--- src/hdl/nps_pkg.sv ---
package nps_pkg;

  // Field widths fixed by the job and result formats.
  localparam int TIME_W    = 16;
  localparam int URG_W     = 3;
  localparam int JOB_IDX_W = 5;

  // Default depth of the job table.
  localparam int MAX_JOBS_DEF = 32;

  // Time constants, unsigned fixed point with four fraction bits.
  localparam logic [TIME_W-1:0] TIME_MAX        = {TIME_W{1'b1}};
  localparam logic [TIME_W-1:0] QUANTUM         = TIME_W'(16);
  localparam logic [TIME_W-1:0] START_LIMIT_RST = TIME_W'(1584);

  // Urgency level that marks "nothing picked"; jobs at or above it never run.
  localparam logic [URG_W-1:0] NO_PICK = URG_W'(5);

  // One job request as it enters the block.
  typedef struct packed {
    logic [TIME_W-1:0] arrival;
    logic [TIME_W-1:0] service;
    logic [URG_W-1:0]  urgency;
    logic              last_job;
  } in_job_t;

  // One result as it leaves the block.
  typedef struct packed {
    logic [JOB_IDX_W-1:0] job_index;
    logic [TIME_W-1:0]    start_at;
    logic [TIME_W-1:0]    finish_at;
    logic [TIME_W-1:0]    response;
    logic [TIME_W-1:0]    waiting;
    logic [TIME_W-1:0]    turnaround;
    logic                 none_ran;
    logic                 last_result;
  } out_res_t;

  // One entry of the job table.
  typedef struct packed {
    logic [TIME_W-1:0] arrival;
    logic [TIME_W-1:0] service;
    logic [URG_W-1:0]  urgency;
  } job_ent_t;

  // Controller states.
  typedef enum logic [2:0] {
    S_LOAD,
    S_CHECK,
    S_SCAN,
    S_DRAIN,
    S_DECIDE,
    S_TURN,
    S_WAIT,
    S_END
  } state_t;

  // Commands from the controller to the datapath.
  typedef struct packed {
    logic load;
    logic sched_init;
    logic scan_init;
    logic scan_step;
    logic run;
    logic idle_step;
    logic turn;
    logic push;
    logic finish;
  } ctl_cmd_t;

  // Status from the datapath to the controller.
  typedef struct packed {
    logic more_jobs;
    logic scan_last;
    logic have_pick;
    logic now_over;
    logic now_max;
    logic step_over;
    logic future;
  } dp_stat_t;

  // Saturating add of two times.
  function automatic logic [TIME_W-1:0] sat_add(input logic [TIME_W-1:0] a,
                                                input logic [TIME_W-1:0] b);
    logic [TIME_W:0] s;
    s = {1'b0, a} + {1'b0, b};
    return s[TIME_W] ? TIME_MAX : s[TIME_W-1:0];
  endfunction

endpackage

--- src/hdl/nps_ctrl.sv ---
module nps_ctrl import nps_pkg::*; (
  input  logic     clk,
  input  logic     rst_n,
  input  logic     start,
  input  logic     last_job,
  input  dp_stat_t stat,
  output ctl_cmd_t cmd,
  output logic     busy
);

  state_t state_r;
  state_t state_nxt;

  // State register.
  always_ff @(posedge clk) begin
    if (!rst_n) begin
      state_r <= S_LOAD;
    end else begin
      state_r <= state_nxt;
    end
  end

  // Next state and commands.
  always_comb begin
    state_nxt = state_r;
    cmd       = '0;
    unique case (state_r)
      S_LOAD: begin
        if (start) begin
          cmd.load = 1'b1;
          if (last_job) begin
            cmd.sched_init = 1'b1;
            state_nxt      = S_CHECK;
          end
        end
      end
      S_CHECK: begin
        if (stat.more_jobs) begin
          cmd.scan_init = 1'b1;
          state_nxt     = S_SCAN;
        end else begin
          state_nxt = S_END;
        end
      end
      S_SCAN: begin
        cmd.scan_step = 1'b1;
        if (stat.scan_last) begin
          state_nxt = S_DRAIN;
        end
      end
      S_DRAIN: begin
        state_nxt = S_DECIDE;
      end
      S_DECIDE: begin
        priority if (stat.have_pick) begin
          if (stat.now_over) begin
            state_nxt = S_END;
          end else begin
            cmd.run   = 1'b1;
            state_nxt = S_TURN;
          end
        end else if (stat.now_max || stat.step_over || !stat.future) begin
          state_nxt = S_END;
        end else begin
          cmd.idle_step = 1'b1;
          state_nxt     = S_CHECK;
        end
      end
      S_TURN: begin
        cmd.turn  = 1'b1;
        state_nxt = S_WAIT;
      end
      S_WAIT: begin
        cmd.push  = 1'b1;
        state_nxt = S_CHECK;
      end
      S_END: begin
        cmd.finish = 1'b1;
        state_nxt  = S_LOAD;
      end
      default: begin
        state_nxt = S_LOAD;
      end
    endcase
  end

  // Requests are taken only while the table is loading.
  assign busy = (state_r != S_LOAD);

endmodule

--- src/hdl/nps_dp.sv ---
module nps_dp import nps_pkg::*; #(
  parameter int MAX_JOBS = MAX_JOBS_DEF
) (
  input  logic              clk,
  input  logic              rst_n,
  input  ctl_cmd_t          cmd,
  output dp_stat_t          stat,
  input  in_job_t           in_job,
  input  logic              cfg_we,
  input  logic [TIME_W-1:0] cfg_wdata,
  output logic              out_strobe,
  output out_res_t          out_res
);

  localparam int CNT_W = $clog2(MAX_JOBS + 1);
  localparam int IDX_W = (MAX_JOBS > 1) ? $clog2(MAX_JOBS) : 1;

  // Job table memory, one read port and one write port.
  job_ent_t job_mem [MAX_JOBS];

  logic [TIME_W-1:0]   limit_r;
  logic [MAX_JOBS-1:0] done_r;
  logic [CNT_W-1:0]    count_r;
  logic [CNT_W-1:0]    finished_r;
  logic [TIME_W-1:0]   now_r;
  logic [TIME_W-1:0]   now_step_r;
  logic [IDX_W-1:0]    scan_idx_r;
  logic                rd_vld_r;
  logic [IDX_W-1:0]    rd_idx_r;
  job_ent_t            rd_r;
  logic [URG_W-1:0]    best_urg_r;
  logic [TIME_W-1:0]   best_arr_r;
  logic [TIME_W-1:0]   best_svc_r;
  logic [IDX_W-1:0]    best_idx_r;
  logic                future_r;
  logic [TIME_W-1:0]   start_r;
  logic [TIME_W-1:0]   fin_r;
  logic [TIME_W-1:0]   resp_r;
  logic [TIME_W-1:0]   turn_r;
  out_res_t            pend_r;
  logic                pend_vld_r;
  logic                out_strobe_r;
  out_res_t            out_res_r;

  logic                room;
  logic                live;
  logic                elig;
  logic                better;
  logic                fut_hit;
  logic [TIME_W-1:0]   fin_sum;
  logic [TIME_W-1:0]   wait_val;
  job_ent_t            wr_ent;
  out_res_t            new_res;
  out_res_t            none_res;

  // A job is stored only while the table has room.
  assign room = (count_r < CNT_W'(MAX_JOBS));

  assign wr_ent.arrival = in_job.arrival;
  assign wr_ent.service = in_job.service;
  assign wr_ent.urgency = in_job.urgency;

  // Memory write and registered read.
  always_ff @(posedge clk) begin
    if (cmd.load && room) begin
      job_mem[count_r[IDX_W-1:0]] <= wr_ent;
    end
    rd_r     <= job_mem[scan_idx_r];
    rd_idx_r <= scan_idx_r;
  end

  // Evaluation of the entry that came out of the memory.
  assign live    = rd_vld_r && !done_r[rd_idx_r];
  assign elig    = live && (rd_r.arrival <= now_r);
  assign better  = elig && ((rd_r.urgency < best_urg_r) ||
                            ((best_urg_r < NO_PICK) && (rd_r.urgency == best_urg_r) &&
                             (rd_r.arrival < best_arr_r)));
  assign fut_hit = live && (rd_r.arrival >= now_step_r);

  // Finish time of the picked job and its waiting time.
  assign fin_sum  = sat_add(now_r, best_svc_r);
  assign wait_val = (turn_r > best_svc_r) ? (turn_r - best_svc_r) : '0;

  always_comb begin
    new_res             = '0;
    new_res.job_index   = JOB_IDX_W'(best_idx_r);
    new_res.start_at    = start_r;
    new_res.finish_at   = fin_r;
    new_res.response    = resp_r;
    new_res.waiting     = wait_val;
    new_res.turnaround  = turn_r;
    none_res             = '0;
    none_res.none_ran    = 1'b1;
    none_res.last_result = 1'b1;
  end

  // Control state.
  always_ff @(posedge clk) begin
    if (!rst_n) begin
      limit_r      <= START_LIMIT_RST;
      done_r       <= '0;
      count_r      <= '0;
      finished_r   <= '0;
      now_r        <= '0;
      scan_idx_r   <= '0;
      rd_vld_r     <= 1'b0;
      best_urg_r   <= NO_PICK;
      future_r     <= 1'b0;
      pend_vld_r   <= 1'b0;
      out_strobe_r <= 1'b0;
    end else begin
      out_strobe_r <= 1'b0;
      rd_vld_r     <= cmd.scan_step;
      if (cfg_we) begin
        limit_r <= cfg_wdata;
      end
      // Loading a job.
      if (cmd.load && room) begin
        done_r[count_r[IDX_W-1:0]] <= 1'b0;
        count_r                    <= count_r + CNT_W'(1);
      end
      if (cmd.sched_init) begin
        now_r      <= '0;
        finished_r <= '0;
        pend_vld_r <= 1'b0;
      end
      // Table scan.
      priority if (cmd.scan_init) begin
        scan_idx_r <= '0;
        best_urg_r <= NO_PICK;
        future_r   <= 1'b0;
      end else begin
        if (better) begin
          best_urg_r <= rd_r.urgency;
        end
        if (fut_hit) begin
          future_r <= 1'b1;
        end
        if (cmd.scan_step) begin
          scan_idx_r <= scan_idx_r + IDX_W'(1);
        end
      end
      // Running the picked job or letting a quantum pass.
      if (cmd.run) begin
        now_r                  <= fin_sum;
        done_r[best_idx_r]     <= 1'b1;
        finished_r             <= finished_r + CNT_W'(1);
      end
      if (cmd.idle_step) begin
        now_r <= now_step_r;
      end
      // Results go out one behind, so that the final one can be marked.
      if (cmd.push) begin
        pend_vld_r <= 1'b1;
        if (pend_vld_r) begin
          out_strobe_r <= 1'b1;
        end
      end
      if (cmd.finish) begin
        out_strobe_r <= 1'b1;
        pend_vld_r   <= 1'b0;
        count_r      <= '0;
        done_r       <= '0;
        now_r        <= '0;
      end
    end
  end

  // Payload registers.
  always_ff @(posedge clk) begin
    if (cmd.scan_init) begin
      now_step_r <= sat_add(now_r, QUANTUM);
    end
    if (!cmd.scan_init && better) begin
      best_arr_r <= rd_r.arrival;
      best_svc_r <= rd_r.service;
      best_idx_r <= rd_idx_r;
    end
    if (cmd.run) begin
      start_r <= now_r;
      fin_r   <= fin_sum;
      resp_r  <= now_r - best_arr_r;
    end
    if (cmd.turn) begin
      turn_r <= fin_r - best_arr_r;
    end
    if (cmd.push) begin
      pend_r <= new_res;
      if (pend_vld_r) begin
        out_res_r <= pend_r;
      end
    end
    if (cmd.finish) begin
      if (pend_vld_r) begin
        out_res_r             <= pend_r;
        out_res_r.last_result <= 1'b1;
      end else begin
        out_res_r <= none_res;
      end
    end
  end

  // Status to the controller.
  assign stat.more_jobs = (finished_r < count_r);
  assign stat.scan_last = (CNT_W'(scan_idx_r) == (count_r - CNT_W'(1)));
  assign stat.have_pick = (best_urg_r < NO_PICK);
  assign stat.now_over  = (now_r > limit_r);
  assign stat.now_max   = (now_r == TIME_MAX);
  assign stat.step_over = (now_step_r > limit_r);
  assign stat.future    = future_r;

  assign out_strobe = out_strobe_r;
  assign out_res    = out_res_r;

endmodule

--- src/hdl/nonpreemptive_priority_scheduler.sv ---
// Channel   Ports                         Handshake
// input     start, busy, in_job           taken when start is high and busy low
// result    out_strobe, out_res           valid for the one cycle that out_strobe is high
// config    cfg_we, cfg_wdata             start_limit written when cfg_we is high
//
// Loading takes one job per cycle; busy stays low until the job marked last.
// Each scheduling decision scans the job table through the read port of the job
// memory in check, scan, drain and decide, then turn and wait when a job runs.
// Closing the schedule registers the final result, shown once busy is low again.
// Synchronous active-low reset empties the table and sets start_limit to 99.0.
// Results cannot be stalled; each is shown for exactly one cycle.
module nonpreemptive_priority_scheduler import nps_pkg::*; #(
  parameter int MAX_JOBS = MAX_JOBS_DEF
) (
  input  logic              clk,
  input  logic              rst_n,
  input  logic              start,
  output logic              busy,
  input  in_job_t           in_job,
  output logic              out_strobe,
  output out_res_t          out_res,
  input  logic              cfg_we,
  input  logic [TIME_W-1:0] cfg_wdata
);

  ctl_cmd_t cmd;
  dp_stat_t stat;

  // Sequencer for loading and scheduling.
  nps_ctrl u_ctrl (
    .clk      (clk),
    .rst_n    (rst_n),
    .start    (start),
    .last_job (in_job.last_job),
    .stat     (stat),
    .cmd      (cmd),
    .busy     (busy)
  );

  // Job table, scan and timing arithmetic.
  nps_dp #(
    .MAX_JOBS (MAX_JOBS)
  ) u_dp (
    .clk        (clk),
    .rst_n      (rst_n),
    .cmd        (cmd),
    .stat       (stat),
    .in_job     (in_job),
    .cfg_we     (cfg_we),
    .cfg_wdata  (cfg_wdata),
    .out_strobe (out_strobe),
    .out_res    (out_res)
  );

  // The final result of a run appears once the table is open again.
  a_last_idle: assert property (@(posedge clk) disable iff (!rst_n)
    out_strobe && out_res.last_result |-> !busy)
    else $error("final result while still scheduling");

  // Any earlier result appears while scheduling goes on.
  a_mid_busy: assert property (@(posedge clk) disable iff (!rst_n)
    out_strobe && !out_res.last_result |-> busy)
    else $error("non-final result after the run closed");

  // A job never finishes before it starts.
  a_order: assert property (@(posedge clk) disable iff (!rst_n)
    out_strobe && !out_res.none_ran |-> out_res.finish_at >= out_res.start_at)
    else $error("finish time before start time");

  // A job that is not the last keeps the block loading and silent.
  a_load: assert property (@(posedge clk) disable iff (!rst_n)
    start && !busy && !in_job.last_job |=> !busy && !out_strobe)
    else $error("block left loading on an ordinary job");

  // The job marked last starts scheduling.
  a_kick: assert property (@(posedge clk) disable iff (!rst_n)
    start && !busy && in_job.last_job |=> busy)
    else $error("scheduling did not start");

endmodule
--- config.mk ---
export PLATFORM = sky130hd
export DESIGN_NAME = nonpreemptive_priority_scheduler
export DESIGN_NICKNAME = d
export VERILOG_FILES = /design/src/hdl/nps_pkg.sv /design/src/hdl/nps_ctrl.sv /design/src/hdl/nps_dp.sv /design/src/hdl/nonpreemptive_priority_scheduler.sv
export SDC_FILE = /design/constraint.sdc
export NUM_CORES = 2
export LEC_CHECK = 0
export BUFFER_PORTS_ARGS = -buffer_cell sky130_fd_sc_hd__buf_2
export CAP_MARGIN = 20
export CORE_MARGIN = 10
export CORE_UTILIZATION = 45
export DETAILED_ROUTE_END_ITERATION = 10
export PLACE_DENSITY = 0.68
export SLEW_MARGIN = 20
export SYNTH_ARGS = -nofsm -noshare
export SYNTH_HDL_FRONTEND = slang
export SYNTH_SLANG_ARGS = --single-unit
--- constraint.sdc ---
create_clock -name clk -period 4.7 [get_ports clk]
set_clock_uncertainty 0.05 [all_clocks]
set_input_delay 0.705 -clock clk [delete_from_list [all_inputs] [get_ports clk]]
set_output_delay 0.705 -clock clk [all_outputs]
set_load 0.02 [all_outputs]
# Word level (Yosys, flattened, before mapping)
# Memory sizes are Yosys's and may differ from the RTL's. A register that Yosys moved wholly into a read port is not among the register bits.
# Cells that the tools add are included.
# word_totals
register_bits	385
ram_bits	1120
inputBits	56
output_inout_bits	89
word_cells	152
memories	1
# classes
n_addsub	9
magnitude_cmp	15
n_eq_ne	13
n_mux	48
n_bitwise	4
reduce_logical	27
# mem_list
name	words	width	read_ports	rd_clocked_by_memory_dff	write_ports	line_no	text
u_dp.job_mem	32	35	1	1	1	nps_dp.sv:19	job_ent_t job_mem [MAX_JOBS];
# op_table
op	n
2-to-1 mux 87 bit	4
2-to-1 mux 32 bit	3
2-to-1 mux 16 bit	4
> comparator 16 bit	3
subtractor 16 bit	3
AND 32 bit	1
NOT 32 bit	1
OR 32 bit	1
one-hot mux 3 bit (8 select lines)	1
2-to-1 mux 1 bit	21
less-than comparator 5 x 6 -> 1 bit, second input constant	3
2-to-1 mux 3 bit	6
adder 16 x 16 -> 17 bit	1
adder 16 x 5 -> 17 bit, second input constant	1
equality test 16 bit, second input constant	1
>= comparator 16 bit	1
less-or-equal comparator 16 bit	1
less-than comparator 16 bit	1
adder 6 x 1 -> 6 bit, second input constant	2
equality test 3 bit, second input constant	4
2-to-1 mux 6 bit	2
demux 1 bit (select 5 bit)	2
>= comparator 5 x 1 -> 1 bit, second input constant	2
logical AND 1 bit	10
other kinds (22)	37

# Longest topological paths before layout
# logic_depth
depth_word	10
ltp_mapped	12
mapped_depth_nobuf	11

# Modules after synthesis
# A second synthesis with hierarchy kept.
# unflattened
hier_cells	3291
hier_area_um2	62063.3
# by_module_without_submodules
mod	n_inst	cells_each	area_per_inst_um2	seq_area_each_um2
nps_dp	1	3256	61813.0	44873.0
nps_ctrl	1	35	250.2	60.1

# Worst setup path after synthesis
# OpenSTA, ideal clock, no wires.
# synth_path
kind	register to register
start	register u_ctrl.state_r[2]
end	register u_dp.out_res_r (netlist bit u_dp.out_res[0]) (enable)
setup_time_ns	0.534
t_arrival_ns	4.317
t_required_ns	4.116
setup_slack_ns	-0.201
stages_incl_launch_ff	4
n_path_buf	1
synth_period_minus_slack_ns	4.901
cell_sequence	dfxtp_1 -> clkbuf_1 -> nand2_1 -> nor2_1
# synth_between
elab_chain_len	4
elab_cells_between_ends	7
cone_classes	2 x eq/ne; 2 x mux; 3 x reduce/logical
# synth_lines
element	line_no	text
start, declared	nps_ctrl.sv:11	state_t state_r;
start signal, assigned	nps_ctrl.sv:19	state_r <= state_nxt;
equality test 3 bit	nps_ctrl.sv:27	unique case (state_r)
2-to-1 mux 1 bit	nps_ctrl.sv:27	
nonzero test 2 bit (no source line)	--	
AND reduction 2 bit (no source line) (*)	--	
end signal, assigned	nps_dp.sv:190	out_res_r <= pend_r;
end signal, assigned	nps_dp.sv:195	out_res_r <= pend_r;
end signal, assigned	nps_dp.sv:198	out_res_r <= none_res;
end, declared	nps_dp.sv:43	out_res_t out_res_r;
# Mark *: on every way between the ends. The rest lies on a longest branch, timed or not.
# A chain may end at the register's enable or synchronous reset.

# Worst setup path after layout
# layout_path
start	register u_dp.rd_idx_r[0]
end	register u_dp.best_svc_r[4] (enable)
# layout_between
elab_chain_len	7
# layout_lines
element	line_no	text
start, declared	nps_dp.sv:29	logic [IDX_W-1:0] rd_idx_r;
start signal, assigned	nps_dp.sv:69	rd_idx_r <= scan_idx_r;
binary-select mux 1 bit (select 5 bit)	nps_dp.sv:73	assign live = rd_vld_r && !done_r[rd_idx_r];
2-to-1 mux 1 bit (not written as such)	nps_dp.sv:73	
logical NOT 1 bit	nps_dp.sv:73	
logical AND 1 bit	nps_dp.sv:73	
logical AND 1 bit	nps_dp.sv:74	assign elig = live && (rd_r.arrival <= now_r);
logical AND 1 bit	nps_dp.sv:75	assign better = elig && ((rd_r.urgency < best_urg_r) ||
logical AND 1 bit	nps_dp.sv:174	if (!cmd.scan_init && better) begin
end signal, assigned	nps_dp.sv:176	best_svc_r <= rd_r.service;
end, declared	nps_dp.sv:33	logic [TIME_W-1:0] best_svc_r;
# No other way between the ends. The select of a mux whose other input is x is not followed.

==> results.md <==
* Status: finished, final reports clean
* Vias in the first global route at 31500
* Synth top area cells: edfxtp_1 68%, mux4_2 13%, dfxtp_1 4.2%, ha_1 3.2%, and2_1 0.96%
* Num CTS Buffers at 154
* Sequential share of the synthesized area at 0.727
* Hold WC Path Type: in2reg
* Syn nets at 3449
* N_diodes at 0
* Rows at 135
* Post CTS Setup Buffer Count at 0
* First-pass GRT wire length at 212000 um
* Gr usage total at 0.187
* Setup violators final at 0
* Die height at 391 um
* Die X at 391 um
* Initial Utilization at 0.455
* Final Power at 33.6 mW
* Drt drc at 0
* Cell count after synthesis at 3232
* RSZ-0062 raised after global routing: false
* Power Density at 476 nW/um^2
* Period utilisation layout at 0.776
* Worst Path Arrival at 4.05 ns
* Slew margin rel. at 0.271
* Synth warn at 0
* Area of the die at 153000 um^2
* Area of the core at 136000 um^2
* CP Class: reg2reg
* Clk slew on worst S/H paths at 0.06 ns
* Drt via density at 5.76
* Latest clock arrival within the worst-skew pair at 0.80 ns
* Post-synth ARST share at 0
* Final min period at 3.65 ns
* Pre-Repair DR Iteration Count at 6
* Clk buf depth at 3
* Routability Congestion at 0.905
* Synth area leader: edfxtp_1
* Netlist cell types at 80
* Layout area overhead at 14.1%
* DRT iter0 DRCs at 2877
* IO Count at 145
* DR WL/cell at 26.5 um
* Fmax at 274 MHz
* Largest net degree at the start of global routing at 87
* Final net count at 3712
* Syn Area/Cell at 19.1 um^2
* CTS sink cnt at 1540
* Clock Tree Root: clkbuf_16
* Maximum vdd drop at 0.000399 V
* Primary FF master, synth: edfxtp_1
* Final TNS setup at 0 ns
* DRT Wirelength at 143000 um
* Final Core Density at 0.519
* Vias at 31100
* Max-Cap Viols at 0
* Max-slew violations at 0
* CTS H-tree lvls at 4
* Worst-Margin Slew at 1.09 ns
* EDFF count, synth at 1409
* Worst endpoint required time at 5.11 ns
* Critical Path Sink Type: register
* Post-CTS sizing at 0
* Yosys top cell area share at 0.684
* Initial antenna violation count at 15
* Synthesized area at 61800 um^2
* Max FO, Critical Path at 25
* Hold Vio Cnt, Final at 0
* CTS tree: yes
* Cts hold-fix bufs at 0
* PortBufs at 144
* Post-route ant nets at 0
* CP startpoint kind: register
* Most common cell after layout, fill and taps aside: edfxtp_1
* DP HPWL at 88700 um
* GR Overflow Total at 0
* Post-synthesis register bit count at 1540
* Commonest cells after routing, fill and taps aside: 1409 x edfxtp_1, 354 x mux4_2, 158 x clkbuf_16
* Leakage power at 23.0 nW
* Layout cell share with drive strength beyond 1 at 0.254
## worst paths after layout
check,from,end,slack [ns],cells after the start
setup / recovery,u_dp.rd_idx_r[0],u_dp.best_svc_r[4],1.05,7
setup reg to reg,u_dp.rd_idx_r[0],u_dp.best_svc_r[4],1.05,7
hold reg to reg,u_dp.rd_r[9],u_dp.best_svc_r[6],0.35,0
hold / removal,cfg_wdata[4],u_dp.limit_r[4],0.10,3
## worst max-delay path: stages (launching register included)
cell and delay [ns]:
dfxtp_1 0.81, mux4_2 0.60, a22oi_1 0.27, nand4_1 0.17, a221oi_1 0.41, nand2_1 0.23, nor2_4 0.37, buf_4 0.40
## where the power goes
group,total [mW],internal [mW],switching (mW)
sequential,15.9,15.5,0.456
clock,12.3,7.12,5.20
combinational,5.31,2.65,2.66
total,33.6,25.3,8.32
## metal layers
metal | vias up | routed length, um | track usage
met2 | 1156 | 69000 | 0.299
met1 | 16200 | 59400 | 0.253
met3 | 243 | 10300 | 0.0393
li1 | 13600 | - | -
met5 | - | 60 | 0
met4 | 10 | 4260 | 0.0665
## cell type report
class                           count  area [um^2]
Fill cell                       10600        65400
Tap cell                         1781         2230
Multi-Input combinational cell   1455        16200
Sequential cell                  1540        44900
Timing Repair Buffer              231         1610
Inverter                          113          424
Clock inverter                     81          910
Clock buffer                      201         4200
## kinds of logic after synthesis
kind of cell,Yosys count,synth area share
buf+inv,237,0.0152
mux,412,0.139
simple gates,479,0.0409
fa+ha+maj,161,0.0331
xor+xnor,66,0.00935
flops,1540,0.727
compound gates,337,0.0357
## state kept, by name (all words and copies together), names as in the netlist, 3 cells and up
| signal | cells |
|---|---|
| u_dp.scan_idx_r | 5 |
| u_ctrl.state_r | 3 |
| u_dp.turn_r | 16 |
| u_dp.best_arr_r | 16 |
| u_dp.limit_r | 16 |
| u_dp.pend_r | 85 |
| u_dp.out_res | 87 |
| u_dp.resp_r | 16 |
| u_dp.rd_r | 35 |
| u_dp.start_r | 16 |
| u_dp.now_step_r | 16 |
| u_dp.job_mem | 1120 |
| u_dp.best_urg_r | 3 |
| u_dp.best_idx_r | 5 |
| u_dp.now_r | 16 |
| u_dp.rd_idx_r | 5 |
| u_dp.count_r | 6 |
| u_dp.fin_r | 16 |
| u_dp.best_svc_r | 16 |
| u_dp.done_r | 32 |
| u_dp.finished_r | 6 |
## metrics by stage
step | instance area, um^2 | worst slack, ns | cells | hold WS (ns)
final | 70500 | 1.05 | 5402 | 0.103
after global routing | 70500 | 0.734 | 5402 | 0.117
after global placement | 65400 | 1.07 | 5119 | 0.336
after detailed placement | 65400 | 1.04 | 5120 | 0.339
after floorplan | 61800 | 0.540 | 3232 | 0.279
after CTS | 70500 | 0.992 | 5402 | 0.0517
## synthesized netlist by cell type, drive strengths merged (33+ instances only)
library cell,number
a21o,33
edfxtp,1409
and2,95
nand2,88
clkbuf,80
ha,157
inv,113
mux4,354
o21ai,76
nor2,119
a21oi,81
buf,44
mux2,35
dfxtp,131
xnor2,42
Power figures use the tool's default switching activity.
